[src/hw/rtl/sil_pkg.sv]
// ---------------------------------------------------------------------------
// sorted insertion list package
// field widths, opcode and status codes, cell control bundle
// ---------------------------------------------------------------------------
`default_nettype none

package sil_pkg;

  localparam int unsigned OPCODE_W   = 2;
  localparam int unsigned VALUE_W    = 32;
  localparam int unsigned INDEX_W    = 6;
  localparam int unsigned POS_W      = 7;
  localparam int unsigned COUNT_W    = 7;
  localparam int unsigned STATUS_W   = 2;
  localparam int unsigned IN_DATA_W  = 40;
  localparam int unsigned OUT_DATA_W = 48;

  // opcodes
  localparam logic [OPCODE_W-1:0] OP_INSERT = 2'd0;
  localparam logic [OPCODE_W-1:0] OP_READ   = 2'd1;
  localparam logic [OPCODE_W-1:0] OP_CLEAR  = 2'd2;

  // status codes
  localparam logic [STATUS_W-1:0] ST_OK    = 2'd0;
  localparam logic [STATUS_W-1:0] ST_FULL  = 2'd1;
  localparam logic [STATUS_W-1:0] ST_RANGE = 2'd2;

  // control broadcast to every cell
  typedef struct packed {
    logic eval;
    logic apply;
    logic descending;
  } cell_ctl_t;

endpackage

`default_nettype wire

[src/hw/rtl/sil_cell.sv]
// ---------------------------------------------------------------------------
// sorted insertion list cell
// one list slot: order compare against the broadcast value, shift from left
// ---------------------------------------------------------------------------
`default_nettype none

module sil_cell import sil_pkg::*; #(
  parameter int unsigned IDX   = 0,
  parameter int unsigned CNT_W = 7
) (
  input  wire logic                      clk,
  input  wire cell_ctl_t                 ctl,
  input  wire logic signed [VALUE_W-1:0] value,
  input  wire logic signed [VALUE_W-1:0] left,
  input  wire logic [CNT_W-1:0]          count,
  input  wire logic [CNT_W-1:0]          slot,
  output logic signed [VALUE_W-1:0]      entry,
  output logic                           stop
);

  localparam logic [CNT_W-1:0] MY_POS = CNT_W'(IDX);

  logic occupied;
  logic hit;

  always_comb begin
    occupied = MY_POS < count;
    hit      = occupied & (ctl.descending ? (entry <= value) : (entry > value));
  end

  always_ff @(posedge clk) begin
    if (ctl.eval) begin
      stop <= hit;
    end
    if (ctl.apply) begin
      if (MY_POS == slot) begin
        entry <= value;
      end else if ((MY_POS > slot) && (MY_POS <= count)) begin
        entry <= left;
      end
    end
  end

endmodule

`default_nettype wire

[config.mk]
export PLATFORM = sky130hd
export DESIGN_NAME = sil_cell
export DESIGN_NICKNAME = d
export VERILOG_FILES = /design/src/hw/rtl/sil_pkg.sv /design/src/hw/rtl/sil_cell.sv
export SDC_FILE = /design/constraint.sdc
export NUM_CORES = 1
export LEC_CHECK = 0
export BUFFER_PORTS_ARGS = -buffer_cell sky130_fd_sc_hd__buf_2
export CORE_MARGIN = 2
export CORE_UTILIZATION = 49
export DETAILED_ROUTE_END_ITERATION = 12
export PLACE_DENSITY_LB_ADDON = 0.12
export SETUP_SLACK_MARGIN = 0.3
export SYNTH_ARGS = -nofsm -noshare
export SYNTH_HDL_FRONTEND = slang
export SYNTH_SLANG_ARGS = --single-unit
[constraint.sdc]
create_clock -name clk -period 4.95 [get_ports clk]
set_input_delay 0.2475 -clock clk [delete_from_list [all_inputs] [get_ports clk]]
set_output_delay 0.2475 -clock clk [all_outputs]
set_load 0.005 [all_outputs]
# Word-level counts from Yosys, hierarchy flattened
# Index checks and enable logic that the tools add are counted.
# word_totals
inputBits	82
ff_bits	33
output_inout_bits	33
wordCells	15
# op_classes
bitwise	1
magnitude_cmp	5
n_reduce_logical	4
n_mux	3
# ops
op	count
2-to-1 mux 32 bit	2
greater-than comparator 32 bit	1
<= comparator 32 bit	1
greater-than comparator 1 x 7 -> 1 bit, first input constant	1
<= comparator 1 x 7 -> 1 bit, first input constant	1
zero test 7 bit	1
< comparator 1 x 7 -> 1 bit, first input constant	1
AND reduction 2 bit	1
nonzero test 2 bit	1
AND 1 bit	1
logical AND 1 bit	1
2-to-1 mux 1 bit	1

# Longest topological paths before layout
# logic_depth
depth_word	4
mapped_depth	8
depth_no_buf	8

# Least setup slack after synthesis
# Ideal clock, no wire load.
# synth_timing
path_type	register to register
from	register entry[14]
to	register stop, data pin
required_time_ps	4691
arrival_ps	1704
synth_period_minus_slack_ps	1962
n_path_buf	0
setup_slack_ps	2988
setup_ps	259
path_stages_with_launch	8
cell_sequence	edfxtp_1 -> ha_1 -> a21oi_2 -> nand2_1 -> a221o_1 -> o31ai_1 -> o21ba_1 -> nand2_1
# synth_via
elab_chain_len	3
word_cells_on_any_way	4
classes_between	order compare (2); mux (1); bitwise (1)
# synth_rtl
item	line_no	text
start: declaration	sil_cell.sv:17	output logic signed [VALUE_W-1:0] entry,
start signal: assignment	sil_cell.sv:37	entry <= value;
start signal: assignment	sil_cell.sv:39	entry <= left;
greater-than comparator 32 bit / <= comparator 32 bit (equally long branches)	sil_cell.sv:28	hit = occupied & (ctl.descending ? (entry <= value) : (entry > value));
2-to-1 mux 1 bit (*)	sil_cell.sv:28	
AND 1 bit (*)	sil_cell.sv:28	
named net hit	sil_cell.sv:24	logic hit;
end signal: assignment	sil_cell.sv:33	stop <= hit;
end: declaration	sil_cell.sv:18	output logic stop
# Mark *: on every way through the listed nets, which the timed path passes. The rest lies on a longest branch.
# A chain may end at the register's enable or synchronous reset.

# Final worst setup path
# Ends and elaborated chain as after synthesis.

==> results by group <==
Run status
  – Status: finished clean

CTS
  – Worst-Skew Late Latency: 0.28 ns
  – Number of CTS-inserted buffers: 5
  – H-tree depth: 2
  – Clock Sinks: 33
  – PostCTS Resize Cnt: 0
  – Clock transition at path regs: 0.06 ns
  – Root Buffer Master: clkbuf_8
  – CTS Hold Bufs: 0
  – CTS Buffer Depth: 2
  – CTS tree: yes
  – Setup Buffers After CTS: 0

Synth
  – Post-Syn Nets: 346
  – Number of flops mapped to enable cells by yosys: 33
  – Cell taking the most area after synthesis: edfxtp_1
  – Seq/Total Area, Yosys: 44.7%
  – Synthesized area: 0.00222 mm^2
  – Synthesis Warnings: 0
  – Post-synth top area share: 44.7%
  – Mapped Avg Cell Area: 9.56 um^2
  – Ys flop type: edfxtp_1
  – Post-synthesis async set-or-reset flop share: 0%
  – Most frequent cell after synthesis: nand2_1
  – Netlist cell types: 32
  – Flops & latches, synth: 33
  – Area contributors post-synth: edfxtp_1 (45%), ha_1 (18%), o21ai_0 (7.7%)
  – Synth Instances: 232
  – Top cells by count, synth: nand2_1 (38), o21ai_0 (34), edfxtp_1 (33), inv_1 (33), ha_1 (32)

Drt
  – Routed WL per cell: 12.7 um
  – Via count: 2040
  – 1st-iter DRT viols: 71
  – Post-route ant nets: 0
  – # DRC: 0
  – DRT Pass-1 Iters: 4
  – Routed wire length: 5070 um
  – Drt via density: 5.10

Critical path
  – Worst setup startpoint: entry[14]
  – Endpoint type of the worst setup path: register
  – Worst Reg2Reg Path Length in Cells: 7
  – CP Data Arrival Time: 2.14 ns
  – RR Startpoint: entry[14]
  – CP Launch Type: register
  – Crit Path Class: reg2reg
  – Crit Path Max Fanout: 4
  – CP required: 4.98 ns

Die
  – Die Y: 71.3 um
  – Core area: 0.00435 mm^2
  – Die area: 0.00508 mm^2
  – IO Pins: 115
  – Die extent in x: 71.3 um
  – Initial Util: 50.9%
  – FP Rows: 24

STA
  – Setup TNS: 0 ns
  – Worst Max-Slew Pin Slew: 0.970 ns
  – Tmin final: 2.12 ns
  – RSZ-0062 raised after global routing: false
  – Final Hold Fails: 0
  – Worst hold margin: 0.169 ns
  – # setup viols final: 0
  – F_max: 0.473 GHz
  – Max_slew headroom: 35.1%
  – Clock Skew: 0.00717 ns
  – Final period util: 42.7%
  – Final Max Slew Viols: 0

Final layout
  – Nets@finish: 462
  – Sequential Area: 991 um^2
  – P&R area growth vs syn: 31.5%
  – Antenna Cells: 0
  – Area occupied by multi-input gates: 0.00108 mm^2
  – Fill count: 350
  – Layout cells sized above 1: 35.9%

Power and ir drop
  – Cell area power density: 200 mW/mm^2
  – Leakage: 1.50 nW
  – VDD IR max: 0.151 mV

Global routing
  – Total gr overflow: 0
  – Initial antenna violation count: 0
  – First-pass GRT wire length: 8520 um
  – Vias in the first global route: 1990
  – Total GRT Usage: 20.9%
  – Largest net degree at the start of global routing: 64

Placed design
  – HPWL after DPL: 4000 um
  – Number of port buffers: 114
  – GP Congestion: 0.777

Min path
  – Hold path depth: 1
  – Hold path startpoint: ctl[2]
  – HP Class: in2reg

Run
  – Max_cap viols: 0
==> path summary, 6_finish.rpt <==
check          to  slack, ns
max          stop       2.83
min          stop       0.17
max reg2reg  stop       2.83
min reg2reg  stop       0.92
==> layout make-up <==
class	count	share of cell area, %
Multi-Input combinational cell	160	37.1
Tap cell	52	2.23
Clock buffer	6	2.49
Timing Repair Buffer	115	19.8
Sequential cell	33	34.0
Inverter	33	4.25
Clock inverter	1	0.129
==> sequential cells by signal, indices dropped and copies added (netlist names) <==
name and count:
entry 32, stop 1
==> cell usage in the layout, fill, tap and decap left out, drive strengths merged <==
master	count
o21bai	2
and2	1
a21o	2
o31ai	1
ha	32
edfxtp	33
and3	1
and4	1
a41oi	1
clkinv	1
nor2b	1
a21oi	13
nand3	4
a22oi	1
nand4	8
nand2	38
inv	33
buf	115
nor4	4
nor3	4
nand2b	1
o21ba	1
o21ai	34
nor2	3
a2111oi	1
clkbuf	6
a221o	1
mux2	1
a21boi	2
a32oi	1
o211ai	1
==> where the power goes <==
part | internal (W) | switching [W] | total, W
clock network | 0.0000948 | 0.0000940 | 0.000189
logic | 0.0000451 | 0.0000407 | 0.0000858
registers | 0.000309 | 0.000000697 | 0.000310
total | 0.000449 | 0.000135 | 0.000585
==> per-stage QoR <==
stage	power, W	worst slack, ns	utilization, %	cells	cell area [um^2]
3_3_place_gp	0.000399	2.78	65.2	393	2840
5_1_grt	0.000614	2.71	67.0	400	2920
4_1_cts	0.000589	2.85	67.0	400	2920
6_report	0.000585	2.83	67.0	400	2920
3_5_place_dp	0.000401	2.72	65.2	393	2840
2_1_floorplan	0.000359	2.99	-	232	2220
==> per-layer routing <==
layer,wire length (um),global-route usage (%),up-vias
met5,0,0,-
met4,25,5.45,0
met3,357,5.20,2
met2,2410,35.3,74
met1,2270,27.1,901
li1,-,-,1063
==> logic make-up after synthesis <==
group,count (synthesis),share of synthesized area (%)
flip-flops,33,44.7
adder cells (fa/ha/maj),32,18.1
AND/OR/NAND/NOR,66,14.2
AO/OA/AOI/OAI,61,15.9
multiplexers,1,0.508
buffers and inverters,39,6.60
==> worst max-delay path, stage by stage (launching register included) <==
cell      delay [ns]
edfxtp_1        0.39
ha_1            0.33
nand4_1         0.20
nor2_1          0.07
a221o_1         0.34
o31ai_1         0.32
o21ba_1         0.18
nand2_1         0.05
Power figures use the tool's default switching activity.
