`config.mk`:
```
export PLATFORM = sky130hd
export DESIGN_NAME = sil_prio
export DESIGN_NICKNAME = d
export VERILOG_FILES = /design/src/hw/rtl/sil_pkg.sv /design/src/hw/rtl/sil_prio.sv
export SDC_FILE = /design/constraint.sdc
export NUM_CORES = 1
export LEC_CHECK = 0
export ABC_AREA = 0
export BUFFER_PORTS_ARGS = -buffer_cell sky130_fd_sc_hd__buf_2
export CAP_MARGIN = 20
export CELL_PAD_IN_SITES_DETAIL_PLACEMENT = 0
export CELL_PAD_IN_SITES_GLOBAL_PLACEMENT = 1
export CORE_ASPECT_RATIO = 0.9
export CORE_MARGIN = 1
export CORE_UTILIZATION = 27
export DETAILED_ROUTE_END_ITERATION = 10
export PLACE_DENSITY = 0.82
export SLEW_MARGIN = 20
export SYNTH_ARGS = -nofsm -noshare
export SYNTH_HDL_FRONTEND = slang
export SYNTH_SLANG_ARGS = --single-unit
```
`constraint.sdc`:
```
create_clock -name vclk -period 3.18
set_input_delay 0.636 -clock vclk [all_inputs]
set_output_delay 0.636 -clock vclk [all_outputs]
set_load 0.05 [all_outputs]
```
`src/hw/rtl/sil_pkg.sv`:
```
// ---------------------------------------------------------------------------
// sorted insertion list package
// field widths, opcode and status codes, cell control bundle
// ---------------------------------------------------------------------------
`default_nettype none

package sil_pkg;

  localparam int unsigned OPCODE_W   = 2;
  localparam int unsigned VALUE_W    = 32;
  localparam int unsigned INDEX_W    = 6;
  localparam int unsigned POS_W      = 7;
  localparam int unsigned COUNT_W    = 7;
  localparam int unsigned STATUS_W   = 2;
  localparam int unsigned IN_DATA_W  = 40;
  localparam int unsigned OUT_DATA_W = 48;

  // opcodes
  localparam logic [OPCODE_W-1:0] OP_INSERT = 2'd0;
  localparam logic [OPCODE_W-1:0] OP_READ   = 2'd1;
  localparam logic [OPCODE_W-1:0] OP_CLEAR  = 2'd2;

  // status codes
  localparam logic [STATUS_W-1:0] ST_OK    = 2'd0;
  localparam logic [STATUS_W-1:0] ST_FULL  = 2'd1;
  localparam logic [STATUS_W-1:0] ST_RANGE = 2'd2;

  // control broadcast to every cell
  typedef struct packed {
    logic eval;
    logic apply;
    logic descending;
  } cell_ctl_t;

endpackage

`default_nettype wire

```
`src/hw/rtl/sil_prio.sv`:
```
// ---------------------------------------------------------------------------
// sorted insertion list slot finder
// first stopping cell wins, the list end when no cell stops
// ---------------------------------------------------------------------------
`default_nettype none

module sil_prio import sil_pkg::*; #(
  parameter int unsigned N     = 64,
  parameter int unsigned CNT_W = 7
) (
  input  wire logic [N-1:0]     stop,
  input  wire logic [CNT_W-1:0] count,
  output logic [CNT_W-1:0]      slot
);

  logic [N-1:0]     first;
  logic [CNT_W-1:0] enc;

  always_comb begin
    // isolate lowest set bit
    first = stop & (~stop + N'(1));
    enc   = '0;
    for (int i = 0; i < N; i++) begin
      enc = enc | (first[i] ? CNT_W'(i) : '0);
    end
    slot = (|stop) ? enc : count;
  end

endmodule

`default_nettype wire

```
Word-level counts from Yosys, hierarchy flattened. Index checks and enable logic that the tools add are counted.

Input bits: 71. Register bits after elaboration: 0. Word-level logic and storage cells: 130.

Bitwise logic cells: 64. $add $sub $neg: 1. Muxes and demuxes: 64. Reductions and logical operators: 1.

Operators with widths (number): 6-bit two-way mux (32); 6-bit bitwise OR (30); 5-bit two-way mux (16); 5-bit bitwise OR (15); 64-bit by 1-bit adder with 64-bit output (second input constant) (1); 64-bit AND (1); 64-bit NOT (1); 64-bit OR reduction (1); 4-bit two-way mux (8); 4-bit bitwise OR (7); 3-bit two-way mux (4); 3-bit bitwise OR (3); 7-bit two-way mux (1); 7-bit bitwise OR (1); 5-bit by 6-bit bitwise OR with 6-bit output (1); 4-bit by 5-bit bitwise OR with 5-bit output (1); 2-bit two-way mux (2); 3-bit by 4-bit bitwise OR with 4-bit output (1); 2-bit by 3-bit bitwise OR with 3-bit output (1); 1-bit by 2-bit bitwise OR with 2-bit output (1); 2-bit bitwise OR (1); 1-bit two-way mux (1).

Depth between registers and ports, before layout.
Depth after elaboration: 67. Gate-level depth with buffers: 8.

Least setup slack after synthesis. OpenSTA, ideal clock, no wires.

Path kind: input to output. Start point: in stop[3]. End point: out slot[1]. Path slack: -866 ps. Stages: 8. Path buffers: 1. Arrival: 3410 ps. Path through: or4_1 > buf_2 > nor4_4 > and3_1 > nand3_2 > or4_1 > and3_1 > a31oi_1.

Cells in the longest elaborated chain, start to end: 66.

RTL lines: start: declaration (RTL line sil_prio.sv:11) `input wire logic [N-1:0] stop,`; 64-bit NOT (RTL line sil_prio.sv:21) `first = stop & (~stop + N'(1));`; 64-bit by 1-bit adder with 64-bit output (RTL line sil_prio.sv:21); 64-bit AND (RTL line sil_prio.sv:21); 2-bit two-way mux (RTL line sil_prio.sv:24) `enc = enc | (first[i] ? CNT_W'(i) : '0);`; 2-bit bitwise OR (RTL line sil_prio.sv:24); 2-bit by 3-bit bitwise OR with 3-bit output (RTL line sil_prio.sv:24); 3-bit bitwise OR (3 in a row) (RTL line sil_prio.sv:24); 3-bit by 4-bit bitwise OR with 4-bit output (RTL line sil_prio.sv:24); 4-bit bitwise OR (7 in a row) (RTL line sil_prio.sv:24); 4-bit by 5-bit bitwise OR with 5-bit output (RTL line sil_prio.sv:24); 5-bit bitwise OR (15 in a row) (RTL line sil_prio.sv:24); 5-bit by 6-bit bitwise OR with 6-bit output (RTL line sil_prio.sv:24); 6-bit bitwise OR (30 in a row) (RTL line sil_prio.sv:24); 7-bit bitwise OR (RTL line sil_prio.sv:24); 7-bit two-way mux * (RTL line sil_prio.sv:26) `slot = (|stop) ? enc : count;`; end: declaration (RTL line sil_prio.sv:13) `output logic [CNT_W-1:0] slot`.

Mark *: on every way between the ends. The rest lies on a longest branch, timed or not.

Worst setup path in the final report.
Start point: in stop[44]. End point: out slot[0].

Cells in the longest elaborated chain, start to end: 24.

RTL lines (RTL line): 64-bit NOT (sil_prio.sv:21); 64-bit by 1-bit adder with 64-bit output (sil_prio.sv:21); 64-bit AND (sil_prio.sv:21); 6-bit two-way mux (sil_prio.sv:24); 6-bit bitwise OR (18 in a row) (sil_prio.sv:24); 7-bit bitwise OR (sil_prio.sv:24); 7-bit two-way mux * (sil_prio.sv:26).

Marked as above.

==> impl_results.md <==
* Outcome: complete, but fails checks
* Failing checks: negative setup slack
* CP Capture Type: primary output
* Total Power at 0.000220 W
* Sw power at 0.000102 W
* Routed WL at 6860 µm
* Final setup viols at 7
* Global route total overflow at 0
* Core Area at between 0.004 and 0.005 mm²
* Hpwl dp at 5120 µm
* Endpoints failing hold at 0
* Die Width at 74.7 µm
* Most frequent cells in the layout: buf_4 (105), buf_2 (68), nor2_1 (28)
* Final WS setup at -397 ps
* MaxCap Viol Count at 0
* Starting Density at 0.284
* Gr usage total at 0.236
* Die area at 0.00503 mm²
* Static leakage power at around 1.3 nW
* Worst EP arrival at 2940 ps
* Final net count at 460
* Hold WC Path Type: in -> out
* Clock power frac at 0
* Standard-cell row count at 23
* Post-Syn Nets at 275
* Yosys cell types at 52
* Worst EP required at 2540 ps
* Final core utilization at 0.641
* Worst hold start: count[6]
* Final cell count without fillers at 449
* Internal Power at 0.000118 W
* Post-Synthesis Cells at just over 200
* Vias at 2477
* RSZ-0062 raised after global routing: yes
* Worst slew pin tran at roughly 690 ps
* Hold depth at 4
* Final setup TNS at -2180 ps
* Register area at 0 µm²
* Vias in the first global route at between 2000 and 2500
* Final min period at 3580 ps
* Reg power frac at 0
* Starting DRT DRC Count at 186
* Crit Path Max Fanout at 3
* Sequential share of the synthesized area at 0
* Comb pwr share at 1.000
* # IOs at 78
* Seq cells at 0
* CLK BUF at 0
* Commonest non-fill, non-tap cell in the layout: buf_4
* Largest net degree at the start of global routing at 7
* Pwr Density at 76.1 mW/mm²
* Period utilization at 1.12
* Final hold slack at between 1500 and 2000 ps
* Die span in y at 67.4 µm
* Hold EP: slot[6]
* Peak VDD IR at 0.0000476 V
* Synth Area per Inst at between 6 and 7 µm²
* Switching share of power at 0.464
* Slew Limit Fails at 0
* Routed wire per std cell at 15.3 µm
* GP Congestion at approximately 0.89
* # diodes at 0
* Synth Warn # at 0
* DRT antenna net count at 0
* Routed vias/inst at 5.52
* DRC viols at 0
* Kind of critical path: in -> out
* Post-Syn Area at 0.00128 mm²
* Port-buffer cells at between 70 and 80
* Crit path launch type: input port
* Fmax at 280 MHz
* Layout cell share with drive strength beyond 1 at 0.607
* Cells after DPL at 441
* Drt first pass iters at 5
* # fillers at 404
* Rel. slew slack at 0.533
* Initial antenna violation count at 0
* Area Growth Syn to Fin at 125%
* First-pass GRT wire length at ~9500 µm
-- layer usage --
metal | vias up | part of all wire | track usage
met5 | - | 0 | 0
met4 | 0 | 0.019 | 0.00472
met3 | 16 | 0.073 | 0.0104
met2 | 138 | 0.47 | 0.419
met1 | 1123 | 0.43 | 0.332
li1 | 1200 | - | -
-- per-stage QoR --
step / setup slack (ps) / area [µm²]
after floorplan: -371 / 1380
final: -397 / 2890
after global placement: -382 / 2580
after detailed placement: -407 / 2580
after global routing: -451 / 2890
after CTS: -337 / 2760
-- synthesized netlist by cell type (4+ instances only) --
cell type	number	share of area
nor2_1	32	0.094
nor3_1	24	0.094
a21oi_1	15	0.058
nand2_1	10	0.029
a31oi_1	8	0.039
nor4_1	8	0.039
inv_1	7	0.020
nand4_1	6	0.029
o21ai_0	6	0.023
a211oi_1	5	0.029
or4_1	5	0.029
nand2b_1	4	0.019
-- logic make-up after synthesis --
group | Yosys count | share of synthesized area
AO/OA/AOI/OAI | 60 | 0.325
buffers and inverters | 11 | 0.0351
AND/OR/NAND/NOR | 133 | 0.640
-- final cells by class --
type               instances  area, µm²  share of cell area
inverters                  8       32.5              0.0112
multi-input cells        193       1490               0.516
well taps                 62       77.6              0.0268
repair buffers           186       1290               0.446
-- power groups by stage --
stage	combinational [W]	clock [W]	sequential (W)
floorplan	0.0000598	0	0
global placement	0.000198	0	0
detailed placement	0.000201	0	0
CTS	0.000210	0	0
global route	0.000237	0	0
finish	0.000220	0	0
-- worst max-delay path: stages --
cell and delay, ps:
buf_6 90, or4_4 550, nor4_4 280, nand4_1 230, nor4_4 290, buf_4 180, inv_4 50, o311ai_4 250
o32a_4 230, buf_8 140
-- what timing repair did --
item | CTS | global route
setup endpoints to repair | 7 | 7
buffers inserted | 5 | 4
pin swaps | 6 | 9
hold buffers | 0 | 0
resized for setup | 32 | 23
-- how the worst max path moves through the flow --
| stage | from | end | slack (ps) | cells past startpoint |
|---|---|---|---|---|
| 2_1_floorplan | stop[3] | slot[1] | -370 | 8 |
| 3_3_place_gp | stop[3] | slot[1] | -380 | 9 |
| 3_5_place_dp | stop[3] | slot[1] | -410 | 9 |
| 4_1_cts | stop[3] | slot[1] | -340 | 9 |
| 5_1_grt | stop[44] | slot[0] | -450 | 10 |
| 6_report | stop[44] | slot[0] | -400 | 10 |
Note: power is estimated with default switching activity, not from simulation.
